### src/tnts_pkg.sv
// shared types and constants for the triplanar nearest-texel sampler
`default_nettype none

package tnts_pkg;

	// field widths fixed by the item formats
	localparam int BYTE_W  = 8;
	localparam int LADDR_W = 18;
	localparam int POS_W   = 32;
	localparam int NORM_W  = 16;
	localparam int FRAC_W  = 16;
	localparam int CFG_W   = 9;
	// side values come from 9-bit registers, so sides and offsets fit 9 bits
	localparam int SIDE_W  = 9;
	// padded row length, at most 3 * 511 + 3 rounded up
	localparam int ROW_W   = 11;
	// texel byte index before store wrap, below 2^20 for every side
	localparam int IDX_W   = 20;
	localparam int QUEUE_DEPTH = 4;

	// request codes
	localparam logic REQ_LOAD   = 1'b0;
	localparam logic REQ_SAMPLE = 1'b1;

	// configuration register indexes
	localparam logic CFG_TEX_WIDTH  = 1'b0;
	localparam logic CFG_TEX_HEIGHT = 1'b1;

	// rows are padded to a multiple of 4 bytes
	localparam logic [ROW_W-1:0] ROW_ALIGN_MASK = ~ROW_W'(3);

	// projection plane picked from the dominant normal axis
	typedef enum logic [1:0] {
		PLANE_YZ,
		PLANE_XZ,
		PLANE_XY
	} plane_t;

	typedef struct packed {
		logic                     req_type;
		logic [LADDR_W-1:0]       load_addr;
		logic [BYTE_W-1:0]        load_byte;
		logic signed [POS_W-1:0]  pos_x;
		logic signed [POS_W-1:0]  pos_y;
		logic signed [POS_W-1:0]  pos_z;
		logic signed [NORM_W-1:0] norm_x;
		logic signed [NORM_W-1:0] norm_y;
		logic signed [NORM_W-1:0] norm_z;
	} in_t;

	typedef struct packed {
		logic [BYTE_W-1:0]  red;
		logic [BYTE_W-1:0]  green;
		logic [BYTE_W-1:0]  blue;
		logic [LADDR_W-1:0] byte_index;
	} out_t;

	// classified work handed from front to back
	typedef struct packed {
		logic              is_load;
		logic [IDX_W-1:0]  addr;
		logic [BYTE_W-1:0] wbyte;
	} job_t;

endpackage

`default_nettype wire

### src/tnts_queue.sv
// short job queue between the front and the back
`default_nettype none

module tnts_queue (
	input  wire logic           clk,
	input  wire logic           arst_n,
	input  wire logic           push_valid,
	output logic                push_ready,
	input  wire tnts_pkg::job_t push_data,
	output logic                pop_valid,
	input  wire logic           pop_ready,
	output tnts_pkg::job_t      pop_data
);

	localparam int PW = $clog2(tnts_pkg::QUEUE_DEPTH);
	localparam int CNTW = $clog2(tnts_pkg::QUEUE_DEPTH + 1);

	tnts_pkg::job_t   entry_q [tnts_pkg::QUEUE_DEPTH];
	logic [PW-1:0]    wr_ptr_q, rd_ptr_q;
	logic [CNTW-1:0]  count_q;
	logic             push, pop;

	assign push_ready = (count_q != CNTW'(tnts_pkg::QUEUE_DEPTH));
	assign pop_valid  = (count_q != '0);
	assign push       = push_valid && push_ready;
	assign pop        = pop_valid && pop_ready;
	assign pop_data   = entry_q[rd_ptr_q];

	// pointers and fill count
	always_ff @(posedge clk or negedge arst_n) begin
		if (!arst_n) begin
			wr_ptr_q <= '0;
			rd_ptr_q <= '0;
			count_q  <= '0;
		end else begin
			if (push) begin
				wr_ptr_q <= (wr_ptr_q == PW'(tnts_pkg::QUEUE_DEPTH - 1)) ? '0
					: wr_ptr_q + PW'(1);
			end
			if (pop) begin
				rd_ptr_q <= (rd_ptr_q == PW'(tnts_pkg::QUEUE_DEPTH - 1)) ? '0
					: rd_ptr_q + PW'(1);
			end
			if (push && !pop) begin
				count_q <= count_q + CNTW'(1);
			end else if (pop && !push) begin
				count_q <= count_q - CNTW'(1);
			end
		end
	end

	// entry storage
	always_ff @(posedge clk) begin
		if (push) begin
			entry_q[wr_ptr_q] <= push_data;
		end
	end

endmodule

`default_nettype wire

### config.mk
export PLATFORM = sky130hd
export DESIGN_NAME = tnts_queue
export DESIGN_NICKNAME = d
export VERILOG_FILES = /design/src/tnts_pkg.sv /design/src/tnts_queue.sv
export SDC_FILE = /design/constraint.sdc
export NUM_CORES = 1
export LEC_CHECK = 0
export BUFFER_PORTS_ARGS = -buffer_cell sky130_fd_sc_hd__buf_2
export CAP_MARGIN = 20
export CORE_UTILIZATION = 45
export CTS_CLUSTER_SIZE = 28
export DETAILED_ROUTE_END_ITERATION = 8
export GPL_TIMING_DRIVEN = 0
export PLACE_DENSITY_LB_ADDON = 0.12
export SLEW_MARGIN = 10
export SYNTH_ARGS = -nofsm -noshare
export SYNTH_HDL_FRONTEND = slang
export SYNTH_SLANG_ARGS = --single-unit
### constraint.sdc
create_clock -name clk -period 5 [get_ports clk]
set_clock_uncertainty 0.15 [all_clocks]
set_input_delay 1 -clock clk [delete_from_list [all_inputs] [get_ports clk]]
set_output_delay 1 -clock clk [all_outputs]
set_load 0.02 [all_outputs]
======== Word-level counts from Yosys, hierarchy flattened ========
Memories as Yosys holds them, arrays and structs flattened.
Cells that the tools add are included.
word-level totals
  flip-flop bits (word level) ............. 7
  bits in writable memories ............... 116
  output and inout port bits .............. 31
  logic and storage cells ................. 25
  memories ................................ 1
memories
  memory   depth  width  read ports  clocked after memory_dff  wr ports  line              RTL
  entry_q  4      29     1           0                         1         tnts_queue.sv:18  tnts_pkg::job_t entry_q [tnts_pkg::QUEUE_DEPTH];
cells by class
  add/sub/neg operators ................... 4
  eq/ne operators ......................... 3
  multiplexer cells ....................... 6
  reductions and logical operators ........ 8
operator list
  cell                   number
  $mux W3                2
  $add A2 B1 Y2 const B  2
  $eq A2 B2 Y1 const B   2
  $logic_and A1 B1 Y1    4
  $mux W2                2
  $add A3 B1 Y3 const B  1
  $ne A3 B3 Y1 const B   1
  $reduce_bool A3 Y1     1
  $sub A3 B1 Y3 const B  1
  $logic_not A1 Y1       2
  $mux W1                2
  $reduce_bool A2 Y1     1

======== Depth between registers and ports, before layout ========
  depth after elaboration ................. 6
  mapped depth ............................ 8

======== Worst setup path before layout ========
OpenSTA, ideal clock, no wires.
  kind .................................... reg-to-output
  from .................................... reg rd_ptr_q[0]
  to ...................................... out pop_data[0] (netlist bit)
  arrival ................................. 1301 ps
  path slack .............................. 2549 ps
  stages on the path, launching flop included .. 3
  buffers on the path ..................... 1
  cell sequence ........................... dfrtp_1 buf_2 mux4_2
RTL lines
  element                 line              RTL
  start, declared         tnts_queue.sv:19  logic [PW-1:0] wr_ptr_q, rd_ptr_q;
  start signal, assigned  tnts_queue.sv:41  rd_ptr_q <= (rd_ptr_q == PW'(tnts_pkg::QUEUE_DEPTH - 1)) ? '0
  end, declared           tnts_queue.sv:12  output tnts_pkg::job_t pop_data

==> reports/qor_table.md <==
| Group | Parameter | This run |
|---|---|---|
| setup path | Count of buffer and inverter cells on the critical path | 2 |
| setup path | Setup slack of the worst register-to-register path | 2.62 ns |
| synthesis | Number of distinct library cells after synthesis | 18 |
| synthesis | Cells after synthesis | 187 |
| setup path | Data arrival time of the worst path | 2.05 ns |
| die | Core footprint | 0.009864 mm^2 |
| setup path | Kind of cell adding the most delay to the critical path | multiplexers |
| setup path | Largest stage delay, worst path | 0.57 ns |
| setup path | Maximum fanout encountered on the critical timing path | 10 |
| global routing | Via count of the first global-routing pass | 2256 |
| setup path | Critical Path End Type | primary output |
| sta | Rel. slew slack | 46.06% |
| synthesis | Post-synthesis register bit count | 123 |
| sta | Max-slew violation count | 0 |
| clock tree | Inserted Clock Buffers | 17 |
| setup path | Worst path required time | 3.85 ns |
| synthesis | Cell area after synthesis | 0.004607 mm^2 |
| synthesis | Area share of the largest cell type after synthesis | 75.61% |
| finish | Antenna diode count | 0 |
| die | Area enclosed by the die boundary | 0.01065 mm^2 |
| sta | Setup repair after global routing missed its margin | false |
| place | Weighted congestion reported at the end of routability-driven placement | 0.6690 |
| synthesis | Most common cell in the synthesized netlist | sky130_fd_sc_hd__edfxtp_1 |
| synthesis | Async SR Flop Fraction | 5.691% |
| sta | Maximum clock frequency | 312.2 MHz |
| route | Routed length per placed instance | 17.89 um |
| die | Horiz. Die Dim | 103.2 um |
| finish | Number of nets in the final layout | 309 |
| synthesis | Synth top area cells | sky130_fd_sc_hd__edfxtp_1 76%, sky130_fd_sc_hd__mux4_2 14%, sky130_fd_sc_hd__dfrtp_1 3.8% |
| place | Placed cells | 383 |
| power | Power density of the placed cells | 663.2 mW/mm^2 |
| sta | Slew at the pin with the worst max-slew slack | 0.8091 ns |
| finish | Storage cell area | 0.003659 mm^2 |
| route | Overall routed net length | 7425 um |
| global routing | Global-route wire length before repair | 11520 um |
| synthesis | Register area share after synthesis | 79.41% |
| route | Antenna-violating nets left | 0 |
| sta | Sum Neg Setup Slack | 0 ns |
| clock tree | Clock tree from TritonCTS | yes |
| min path | Hold crit path type | input pin to async pin |
| synthesis | Most area-hungry cell type in the Yosys netlist | sky130_fd_sc_hd__edfxtp_1 |
| clock tree | Cts repair resizes | 0 |
| die | Vertical die dimension | 103.2 um |
| setup path | Most common cell type on the critical path | sky130_fd_sc_hd__buf_2 |
| global routing | Met3 track utilization from global routing | 4.906% |
| die | Number of core rows | 36 |
| synthesis | Number of flops mapped to enable cells by yosys | 116 |
| global routing | Global routing usage on met2 | 25.79% |
| finish | Layout fillers | 734 |
| power | Peak ir drop on the vdd network | 312.0 uV |
| place | HPWL after detailed placement | 4447 um |
| run | Number of max-capacitance violations reported | 0 |
| global routing | Number of antenna violations at the first check in global routing | 0 |
| global routing | M1 GR Usage | 19.20% |
| synthesis | Post-synth top cells | 116 x sky130_fd_sc_hd__edfxtp_1, 29 x sky130_fd_sc_hd__mux4_2, 7 x sky130_fd_sc_hd__dfrtp_1, 6 x sky130_fd_sc_hd__ha_1, 4 x sky130_fd_sc_hd__and3_2 |
| setup path | Worst path slowest cell | sky130_fd_sc_hd__mux4_2 |
| route | Drt first pass iters | 4 |
| sta | Setup violators final | 0 |
| route | Iteration-0 DRC count of the detailed router | 66 |
| setup path | CP cell instances | buf_2 > mux4_2 > buf_2 |
| synthesis | Mean instance size in the synthesized netlist | 24.64 um^2 |
| finish | Count of non-filler cells in the finished layout | 415 |
| sta | Final critical-path share of the clock period | 64.06% |
| die | Initial core utilization | 46.70% |
| clock tree | Sinks on the clock net | 123 |
| clock tree | H-tree level count | 4 |
| synthesis | Synthesis warning total | 0 |
| global routing | Peak-usage layer in the global routing report | met2 |
| route | Via density per instance | 5.087 |
| place | Number of buffer cells added on primary ports | 63 |
| setup path | Crit start category | flip-flop |
| global routing | Overall overflow remaining after global route | 0 |
| synthesis | Syn Nets | 227 |
| synthesis | Most used flip-flop cell after synthesis | sky130_fd_sc_hd__edfxtp_1 |
| route | Vias after detailed routing | 2111 |
| clock tree | Number of post-CTS setup repair buffers | 0 |
| finish | Footprint of the multi-input gates | 910.9 um^2 |
| clock tree | Clock-pin slew on the worst setup and hold paths | 0.06 ns |
| die | I/O pin count | 64 |
| route | Final routed DRC violation total | 0 |
| clock tree | Clock tree root buffer cell | sky130_fd_sc_hd__clkbuf_8 |
| clock tree | Deepest clock path buffer count | 2 |
| global routing | Pin count of the biggest net entering global routing | 30 |
| sta | Clock period minus final worst setup slack | 3.203 ns |
| global routing | All-layer global routing usage | 15.68% |
| finish | Final Core Density | 58.04% |
| clock tree | Clock latency at the later pin of the worst-skew pair | 0.50 ns |
| sta | Total count of hold-check failures in the final report | 0 |
| run status | Run status | finished clean |
| finish | Area delta synth->final | 24.28% |
| clock tree | CTS Hold Bufs | 0 |
| finish | Share of cells above drive strength 1 | 49.29% |
| power | Leakage power | 0.002038 uW |
| setup path | Category of the critical setup timing path | flip-flop to primary output |
[per-stage QoR]
| stage | setup WS [ns] | area (um^2) | hold WS [ns] | total power, uW |
|---|---|---|---|---|
| floorplan | 2.549 | 4607 | 0.2973 | 2225 |
| global placement | 2.295 | 5089 | 0.3182 | 2541 |
| detailed placement | 2.275 | 5089 | 0.3231 | 2562 |
| CTS | 1.735 | 5725 | 0.1592 | 3851 |
| global route | 1.668 | 5725 | 0.1623 | 3985 |
| finish | 1.797 | 5725 | 0.1707 | 3797 |
[layout make-up]
class / instances / area share, %
sequential: 123 / 63.90
multi-input combinational: 55 / 15.91
clock buffer: 17 / 7.233
timing repair buffer: 63 / 5.507
clock inverter: 15 / 3.890
tap: 133 / 2.906
buffer: 6 / 0.4589
inverter: 3 / 0.1967
[placed cells by master (no fill, tap or decap)]
master / instances
sky130_fd_sc_hd__inv_6: 1
sky130_fd_sc_hd__ha_1: 6
sky130_fd_sc_hd__clkbuf_16: 16
sky130_fd_sc_hd__clkbuf_8: 1
sky130_fd_sc_hd__edfxtp_1: 116
sky130_fd_sc_hd__clkinv_2: 3
sky130_fd_sc_hd__bufinv_16: 5
sky130_fd_sc_hd__or3_2: 1
sky130_fd_sc_hd__xor2_1: 2
sky130_fd_sc_hd__and3_2: 4
sky130_fd_sc_hd__nand2_1: 1
sky130_fd_sc_hd__mux2_2: 3
sky130_fd_sc_hd__and2_4: 1
sky130_fd_sc_hd__xnor2_1: 1
sky130_fd_sc_hd__inv_1: 3
sky130_fd_sc_hd__or3b_4: 1
sky130_fd_sc_hd__clkinvlp_4: 3
sky130_fd_sc_hd__clkbuf_1: 3
sky130_fd_sc_hd__fa_1: 1
sky130_fd_sc_hd__mux4_2: 29
sky130_fd_sc_hd__clkinv_4: 3
sky130_fd_sc_hd__dfrtp_1: 7
sky130_fd_sc_hd__buf_2: 66
sky130_fd_sc_hd__nor2_1: 3
sky130_fd_sc_hd__mux2_4: 2
[final timing paths]
path                            depth (start not counted)   startpoint            to
worst min-delay path                                    1       arst_n    count_q[2]
worst max-delay path                                    3  rd_ptr_q[0]  pop_data[11]
max in group asynchronous                               1       arst_n   rd_ptr_q[1]
worst min register to register                          1   count_q[2]    count_q[2]
min in group clk                                        1   count_q[2]    count_q[2]
worst max register to register                          8   count_q[0]    count_q[2]
[sequential cells by signal, summed over array words and instances (netlist names)]
name	cells
wr_ptr_q	2
rd_ptr_q	2
count_q	3
entry_q	116
[routing by layer]
metal  share of wire [%]  wire length, um  vias to the layer above
met5                   0                0                        -
met4                 1.1               78                        0
met3                 4.3              316                        6
met2                  50             3725                       48
met1                  44             3304                     1100
li1                    -                -                      957
[power breakdown]
part	total [uW]	leakage, uW	switching [uW]	internal, uW
Clock	1290	0.000304	429	859
Combinational	1070	0.000589	615	455
Sequential	1440	0.00114	66.8	1370
Total	3800	0.00204	1110	2690
[cell families after synthesis]
logic type                 count (synthesis)  synth area share (%)
adders and majority gates                  7                 2.064
muxes                                     34                 15.56
xor gates and xnor gates                   3                0.5704
and+or+nand+nor                           11                 1.575
DFF                                      123                 79.41
buffers and inverters                      9                0.8146
Note: power is estimated with default switching activity, not from simulation.
