**src/tnts_pkg.sv**
```systemverilog
// shared types and constants for the triplanar nearest-texel sampler
`default_nettype none

package tnts_pkg;

	// field widths fixed by the item formats
	localparam int BYTE_W  = 8;
	localparam int LADDR_W = 18;
	localparam int POS_W   = 32;
	localparam int NORM_W  = 16;
	localparam int FRAC_W  = 16;
	localparam int CFG_W   = 9;
	// side values come from 9-bit registers, so sides and offsets fit 9 bits
	localparam int SIDE_W  = 9;
	// padded row length, at most 3 * 511 + 3 rounded up
	localparam int ROW_W   = 11;
	// texel byte index before store wrap, below 2^20 for every side
	localparam int IDX_W   = 20;
	localparam int QUEUE_DEPTH = 4;

	// request codes
	localparam logic REQ_LOAD   = 1'b0;
	localparam logic REQ_SAMPLE = 1'b1;

	// configuration register indexes
	localparam logic CFG_TEX_WIDTH  = 1'b0;
	localparam logic CFG_TEX_HEIGHT = 1'b1;

	// rows are padded to a multiple of 4 bytes
	localparam logic [ROW_W-1:0] ROW_ALIGN_MASK = ~ROW_W'(3);

	// projection plane picked from the dominant normal axis
	typedef enum logic [1:0] {
		PLANE_YZ,
		PLANE_XZ,
		PLANE_XY
	} plane_t;

	typedef struct packed {
		logic                     req_type;
		logic [LADDR_W-1:0]       load_addr;
		logic [BYTE_W-1:0]        load_byte;
		logic signed [POS_W-1:0]  pos_x;
		logic signed [POS_W-1:0]  pos_y;
		logic signed [POS_W-1:0]  pos_z;
		logic signed [NORM_W-1:0] norm_x;
		logic signed [NORM_W-1:0] norm_y;
		logic signed [NORM_W-1:0] norm_z;
	} in_t;

	typedef struct packed {
		logic [BYTE_W-1:0]  red;
		logic [BYTE_W-1:0]  green;
		logic [BYTE_W-1:0]  blue;
		logic [LADDR_W-1:0] byte_index;
	} out_t;

	// classified work handed from front to back
	typedef struct packed {
		logic              is_load;
		logic [IDX_W-1:0]  addr;
		logic [BYTE_W-1:0] wbyte;
	} job_t;

endpackage

`default_nettype wire

```
**src/tnts_front.sv**
```systemverilog
// front end: accepts items, picks the plane, scales and forms the texel index
`default_nettype none

module tnts_front #(
	parameter int MAX_SIDE = 256
) (
	input  wire logic                          clk,
	input  wire logic                          arst_n,
	input  wire logic                          in_valid,
	output logic                               in_stall,
	input  wire tnts_pkg::in_t                 in_data,
	input  wire logic [tnts_pkg::CFG_W-1:0]    tex_width,
	input  wire logic [tnts_pkg::CFG_W-1:0]    tex_height,
	output logic                               job_valid,
	input  wire logic                          job_ready,
	output tnts_pkg::job_t                     job
);

	localparam logic [10:0] MAX_SIDE_C = 11'(MAX_SIDE);

	// magnitude of a signed normal component, -32768 gives 32768
	function automatic logic [16:0] mag17(input logic [15:0] n);
		logic [16:0] ext;
		begin
			ext = {n[15], n};
			mag17 = n[15] ? (17'd0 - ext) : ext;
		end
	endfunction

	// register value 0 acts as 1, above the limit acts as the limit
	function automatic logic [tnts_pkg::SIDE_W-1:0] clamp_side(
		input logic [tnts_pkg::CFG_W-1:0] s
	);
		begin
			if (s == '0) begin
				clamp_side = tnts_pkg::SIDE_W'(1);
			end else if (11'(s) > MAX_SIDE_C) begin
				clamp_side = MAX_SIDE_C[tnts_pkg::SIDE_W-1:0];
			end else begin
				clamp_side = tnts_pkg::SIDE_W'(s);
			end
		end
	endfunction

	logic adv;
	logic v_s1, v_s2, v_s3, v_s4;

	tnts_pkg::in_t in_s1;

	logic                                is_load_s2, is_load_s3;
	logic [tnts_pkg::LADDR_W-1:0]        laddr_s2, laddr_s3;
	logic [tnts_pkg::BYTE_W-1:0]         byte_s2, byte_s3;
	logic [tnts_pkg::FRAC_W-1:0]         fu_s2, fv_s2;
	logic [tnts_pkg::SIDE_W-1:0]         wm1_s2, hm1_s2, wm1_s3, hm1_s3;
	logic [tnts_pkg::SIDE_W-1:0]         px_s3, pyr_s3;
	tnts_pkg::job_t                      job_s4;

	logic [16:0]                         mag_x, mag_y, mag_z;
	tnts_pkg::plane_t                    plane;
	logic [tnts_pkg::FRAC_W-1:0]         frac_u, frac_v;
	logic [tnts_pkg::SIDE_W-1:0]         wm1, hm1;
	logic [24:0]                         prod_u, prod_v;
	logic [tnts_pkg::SIDE_W-1:0]         py;
	logic [tnts_pkg::ROW_W-1:0]          row;
	logic [tnts_pkg::IDX_W-1:0]          idx;

	// whole front moves together unless the last stage cannot enter the queue
	assign adv      = !v_s4 || job_ready;
	assign in_stall = !adv;

	always_ff @(posedge clk or negedge arst_n) begin
		if (!arst_n) begin
			v_s1 <= 1'b0;
			v_s2 <= 1'b0;
			v_s3 <= 1'b0;
			v_s4 <= 1'b0;
		end else if (adv) begin
			v_s1 <= in_valid;
			v_s2 <= v_s1;
			v_s3 <= v_s2;
			v_s4 <= v_s3;
		end
	end

	// stage 1 classification: plane choice, fractions and clamped sides
	always_comb begin
		mag_x = mag17(in_s1.norm_x);
		mag_y = mag17(in_s1.norm_y);
		mag_z = mag17(in_s1.norm_z);
		priority if (mag_x >= mag_y && mag_x >= mag_z) begin
			plane = tnts_pkg::PLANE_YZ;
		end else if (mag_y >= mag_z) begin
			plane = tnts_pkg::PLANE_XZ;
		end else begin
			plane = tnts_pkg::PLANE_XY;
		end
		unique case (plane)
			tnts_pkg::PLANE_YZ: begin
				frac_u = in_s1.pos_y[tnts_pkg::FRAC_W-1:0];
				frac_v = in_s1.pos_z[tnts_pkg::FRAC_W-1:0];
			end
			tnts_pkg::PLANE_XZ: begin
				frac_u = in_s1.pos_x[tnts_pkg::FRAC_W-1:0];
				frac_v = in_s1.pos_z[tnts_pkg::FRAC_W-1:0];
			end
			default: begin
				frac_u = in_s1.pos_x[tnts_pkg::FRAC_W-1:0];
				frac_v = in_s1.pos_y[tnts_pkg::FRAC_W-1:0];
			end
		endcase
		wm1 = clamp_side(tex_width) - tnts_pkg::SIDE_W'(1);
		hm1 = clamp_side(tex_height) - tnts_pkg::SIDE_W'(1);
	end

	// stage 2 scaling by (size - 1), truncated
	assign prod_u = 25'(fu_s2) * 25'(wm1_s2);
	assign prod_v = 25'(fv_s2) * 25'(hm1_s2);

	// stage 3 row flip and padded byte address
	always_comb begin
		py  = hm1_s3 - pyr_s3;
		row = (tnts_pkg::ROW_W'(wm1_s3) * tnts_pkg::ROW_W'(3) + tnts_pkg::ROW_W'(6))
			& tnts_pkg::ROW_ALIGN_MASK;
		idx = tnts_pkg::IDX_W'(py) * tnts_pkg::IDX_W'(row)
			+ tnts_pkg::IDX_W'(px_s3) * tnts_pkg::IDX_W'(3);
	end

	// payload pipeline
	always_ff @(posedge clk) begin
		if (adv) begin
			in_s1 <= in_data;

			is_load_s2 <= (in_s1.req_type == tnts_pkg::REQ_LOAD);
			laddr_s2   <= in_s1.load_addr;
			byte_s2    <= in_s1.load_byte;
			fu_s2      <= frac_u;
			fv_s2      <= frac_v;
			wm1_s2     <= wm1;
			hm1_s2     <= hm1;

			is_load_s3 <= is_load_s2;
			laddr_s3   <= laddr_s2;
			byte_s3    <= byte_s2;
			px_s3      <= prod_u[24:16];
			pyr_s3     <= prod_v[24:16];
			wm1_s3     <= wm1_s2;
			hm1_s3     <= hm1_s2;

			job_s4.is_load <= is_load_s3;
			job_s4.addr    <= is_load_s3 ? tnts_pkg::IDX_W'(laddr_s3) : idx;
			job_s4.wbyte   <= byte_s3;
		end
	end

	assign job_valid = v_s4;
	assign job       = job_s4;

endmodule

`default_nettype wire

```
**config.mk**
```make
export PLATFORM = sky130hd
export DESIGN_NAME = tnts_front
export DESIGN_NICKNAME = d
export VERILOG_FILES = /design/src/tnts_pkg.sv /design/src/tnts_front.sv
export SDC_FILE = /design/constraint.sdc
export NUM_CORES = 1
export LEC_CHECK = 0
export BUFFER_PORTS_ARGS = -buffer_cell sky130_fd_sc_hd__buf_4
export CAP_MARGIN = 20
export CORE_UTILIZATION = 43
export CTS_CLUSTER_DIAMETER = 100
export CTS_CLUSTER_SIZE = 12
export DETAILED_ROUTE_END_ITERATION = 10
export PLACE_DENSITY_LB_ADDON = 0.15
export SYNTH_ARGS = -nofsm -noshare
export SYNTH_HDL_FRONTEND = slang
export SYNTH_SLANG_ARGS = --single-unit
```
**constraint.sdc**
```tcl
create_clock -name clk -period 21.8 [get_ports clk]
set_clock_uncertainty 0.15 [all_clocks]
set_input_delay 4.36 -clock clk [delete_from_list [all_inputs] [get_ports clk]]
set_output_delay 4.36 -clock clk [all_outputs]
set_load 0.1 [all_outputs]
```
Word-level counts from Yosys, hierarchy flattened --
Index checks and enable logic that the tools add are counted.
Storage, ports and cells: register bits 296, input bits 193, output and inout port bits 31, logic and storage cells 71
Cells by class: add/sub/neg operators 8, $mul 5, $lt $le $gt $ge 5, equality and inequality tests 1, muxes and demuxes 12, bitwise gates (word level) 1, reductions and logical operators 8
Operators by type and width (number):
- 17-bit >= comparator | 3
- 17-bit 2-to-1 mux | 3
- 1-bit by 16-bit subtractor with 17-bit output, first input constant | 3
- 16-bit by 9-bit multiplier with 25-bit output | 2
- 9-bit 2-to-1 mux | 4
- 16-bit 2-to-1 mux | 2
- 9-bit by 2-bit multiplier with 11-bit output, second input constant | 2
- 20-bit by 11-bit adder with 20-bit output | 1
- 9-bit > comparator, second input constant | 2
- 9-bit logical NOT | 2
- 9-bit by 9-bit multiplier with 18-bit output | 1
- 18-bit 2-to-1 mux | 1
- 9-bit by 1-bit subtractor with 9-bit output, second input constant | 2
- 11-bit by 3-bit adder with 11-bit output, second input constant | 1
- 9-bit subtractor | 1
- 2-bit 2-to-1 mux | 2
- 2-bit by 1-bit equality test with 1-bit output, second input constant | 1
- 1-bit logical NOT | 2
- 2-bit logical NOT | 1
- 2-bit OR reduction | 1
- 1-bit logical AND | 1
- 1-bit logical OR | 1
- 1-bit NOT | 1

Depth between registers and ports, before layout --
depth after elaboration 8, mapped depth 31, mapped depth without buffers 31

Worst setup path after synthesis --
Ideal clock, no wire load.
path kind input-to-reg, start point in job_ready, end point reg byte_s2[0] (netlist name), enable pin, data arrival time 10729 ps, required time 21011 ps, setup slack 10282 ps, stages on the path 3, cells stage by stage nor2b_1 clkbuf_1 inv_1
On the way: cells in the longest elaborated chain, start to end 1
RTL lines:
- from (decl) | line tnts_front.sv:15 | input wire logic job_ready,
- 1-bit logical OR | line tnts_front.sv:68 | assign adv = !v_s4 || job_ready;
- to (signal assigned) | line tnts_front.sv:135 | byte_s2 <= in_s1.load_byte;
- to (decl) | line tnts_front.sv:52 | logic [tnts_pkg::BYTE_W-1:0] byte_s2, byte_s3;
No other way between the ends. A chain may end at the register's enable or synchronous reset.

Final worst setup path --
start point in job_ready, end point out in_stall
On the way: cells in the longest elaborated chain, start to end 2
RTL lines:
- 1-bit logical OR | line tnts_front.sv:68
- 1-bit logical NOT | line tnts_front.sv:69 | assign in_stall = !adv;
- to (decl) | line tnts_front.sv:10 | output logic in_stall,
No other way between the ends.

==> results.py <==
metrics = {
    "run_status": {
        "status": "complete, no violations",
    },
    "sta": {
        "period_share": 0.4552,
        "hold_viol_final": 0,
        "rsz0062_at_grt": "false",
        "slew_violations": 0,
        "finalSetupViolations": 0,
        "setup_tns_ns": 0,
        "clock.fmax_mhz": 100.8,
        "slew-limit-headroom": 0.3571,
        "min_period_ns": 9.924,
        "tightestPinTransition_ns": 0.9575,
    },
    "place": {
        "port_buffers": 175,
        "gp_congestion": 0.8209,
        "hpwl_mm": 38.34,
    },
    "logic_synthesis": {
        "syn_area_per_cell_um2": 11.04,
        "netlist.area_leader.share": 0.3660,
        "synth_mux_area_frac": 0.01123,
        "yosys.area.top_type": "edfxtp_1",
        "synth-seq-cells": 296,
        "netlist-cell-type-count": 63,
        "ys_warn_count": 0,
        "synth_area_um2": 23960,
        "synth-main-ff-cell": "edfxtp_1",
        "synth_compound_area_frac": 0.06335,
        "synthAdderAreaFrac": 0.3236,
        "synth.yosys.seq_area_share": 0.3702,
        "synth_simple_gate_area_share": 0.1294,
        "async_flop_share": 0.01351,
        "synth_top_family_by_area": "adder cells",
        "synth_area_leaders": "edfxtp_1 37%, fa_1 21%, ha_1 11%",
        "synth-edff-count": 292,
        "synth_xor_area_frac": 0.03614,
        "syn-instance-count": 2170,
    },
    "drt": {
        "via_per_inst": 4.970,
        "first_pass_iters": 5,
        "routedWlPerCell_um": 16.01,
        "antenna_left": 0,
        "routed_wl_mm": 49.48,
        "dr.first_iter.drc_count": 762,
        "vias": 15360,
        "drc_errors": 0,
    },
    "clocking": {
        "numCtsBuffers": 29,
        "htree_num_levels": 1,
        "postCtsSetupBuffers": 0,
        "clk_path_buf_depth": 3,
        "cts_tree": "yes",
        "clk_pin_slew_ns": 0.06,
        "hold_buffers": 0,
        "clock-root-buffer": "clkbuf_16",
        "cts_resized": 0,
        "clkLatencyLatePin_ns": 0.59,
        "cts.sinks": 296,
    },
    "floorplanning": {
        "dieArea_um2": 56660,
        "num_io_pins": 224,
        "start_util": 0.4349,
        "core_area_um2": 55090,
        "rows": 86,
        "die_width_um": 238.0,
        "die_h_um": 238.0,
    },
    "critical_path": {
        "worstPathArrival_ns": 5.41,
        "cp_slowest_cell": "nor2b_1",
        "end_kind": "primary output",
        "rr_endpoint": "job[26]",
        "r2r_setup_slack_ns": 13.95,
        "cp_max_fo": 6,
        "cp_top_family": "simple AND/OR/NAND/NOR gates",
        "crit_chain": "buf_4 > nor2b_1 > buf_4",
        "rr_startpoint": "wm1_s3[2]",
        "cp_data_required_time_ns": 17.29,
        "start_kind": "input port",
        "r2r_cells": 25,
        "crit_buf_inv": 2,
        "path_common_cell": "buf_4",
        "critPathMaxStageDelay_ns": 0.53,
        "crit_type": "input port to primary output",
    },
    "min_path": {
        "worstHoldStart": "in_s1[168]",
        "hold_depth": 0,
        "min_path_type": "flop to flop",
        "min_to": "laddr_s2[16]",
    },
    "grt": {
        "groute.usage.overall": 0.1830,
        "grt_max_degree": 135,
        "grt-ovfl-total": 0,
        "antenna_found_initial": 1,
        "grt_pass1_vias": 16420,
        "grt_pass1_wl_mm": 83.11,
    },
    "flow_run": {
        "max-cap-violations": 0,
    },
    "cells_and_area": {
        "final_common_cell": "inv_1",
        "syn2layout_area_growth_pct": 12.11,
        "nNetsFinal": 2985,
        "layout_common_cells": "344 x inv_1, 304 x nand2_1, 292 x edfxtp_1",
        "drive_gt1_frac": 0.1162,
    },
}
worst max path at each step:
stage,from,end,cells after the start
2_1_floorplan,job_ready,byte_s2[0],3
3_3_place_gp,job_ready,in_stall,3
3_5_place_dp,job_ready,in_stall,3
4_1_cts,job_ready,in_stall,3
5_1_grt,job_ready,in_stall,3
6_report,job_ready,in_stall,3
final cells by class:
type	instances	area (um^2)
fillers	5034	28230
multi-input cells	1470	13530
flip-flops and latches	296	8869
repair buffers	184	1401
inverters	345	1303
well taps	748	935.9
clock buffers	42	774.5
clock inverters	4	42.54
diodes	1	2.502
metrics by stage:
stage               setup WS [ns]  area [um^2]  hold WS [ns]    util  instances
finish                      11.88        26860        0.2642  0.4875       3090
global route                11.84        26860        0.2721  0.4875       3090
CTS                         11.88        26820        0.2668  0.4869       3087
detailed placement          11.89        26000        0.2545  0.4720       3041
global placement            11.90        26000        0.2502  0.4720       3041
floorplan                   10.28        23970        0.2503       -       2174
worst reg2reg max path, delay by kind of cell (launching register included):
| kind | cells | cell delay (ns) |
|---|---|---|
| AND/OR/NAND/NOR | 3 | 0.65 |
| XOR/XNOR | 2 | 0.90 |
| AO/OA/AOI/OAI | 9 | 1.95 |
| multiplexers | 1 | 0.34 |
| buffers and inverters | 3 | 0.16 |
| flip-flops | 1 | 0.38 |
| adder cells (fa/ha/maj) | 7 | 3.06 |
state kept, by name (all words and copies together) (netlist names):
signal,flops
byte_s3,8
px_s3,9
job_valid,1
hm1_s2,9
pyr_s3,9
fu_s2,16
v_s1,1
byte_s2,8
v_s3,1
fv_s2,16
is_load_s2,1
hm1_s3,9
laddr_s2,18
wm1_s3,9
v_s2,1
wm1_s2,9
laddr_s3,18
is_load_s3,1
job,29
in_s1,123
per-layer routing:
layer  global-route usage  wire length [um]  vias to the layer above
li1                     -                 -                     7430
met5                    0                 0                        -
met2               0.3091             23630                      281
met3              0.03633              2644                       54
met1               0.2431             22190                     7591
met4              0.04118              1018                        0
synthesized netlist by cell type, drive strengths merged, types with 4 or more instances:
master   count
a21boi       5
or2         19
nand4bb      4
o21a         8
xor2        37
nor2b       11
nor3        23
nand4        9
nand2      306
o31ai       17
nand3       12
mux2        23
o211ai      17
clkbuf      55
xnor2       61
o21ai       55
or4          6
nand3b      25
buf          8
a21oi       57
nor4         5
o41ai        6
dfrtp        4
edfxtp     292
a211oi       5
o21bai       7
nor2        77
and2        99
fa         256
a21o        37
nand2b      28
ha         210
inv        345
and3         4
or3          7
cell families after synthesis:
logic type,after synthesis
adder cells (fa/ha/maj),466
AND/OR/NAND/NOR,642
XOR/XNOR,98
flip-flops,296
AO/OA/AOI/OAI,234
other,2
multiplexers,24
buffers and inverters,408
Power is not shown: default switching activity piles up to over one toggle a cycle in this logic, so the estimate is an artifact.
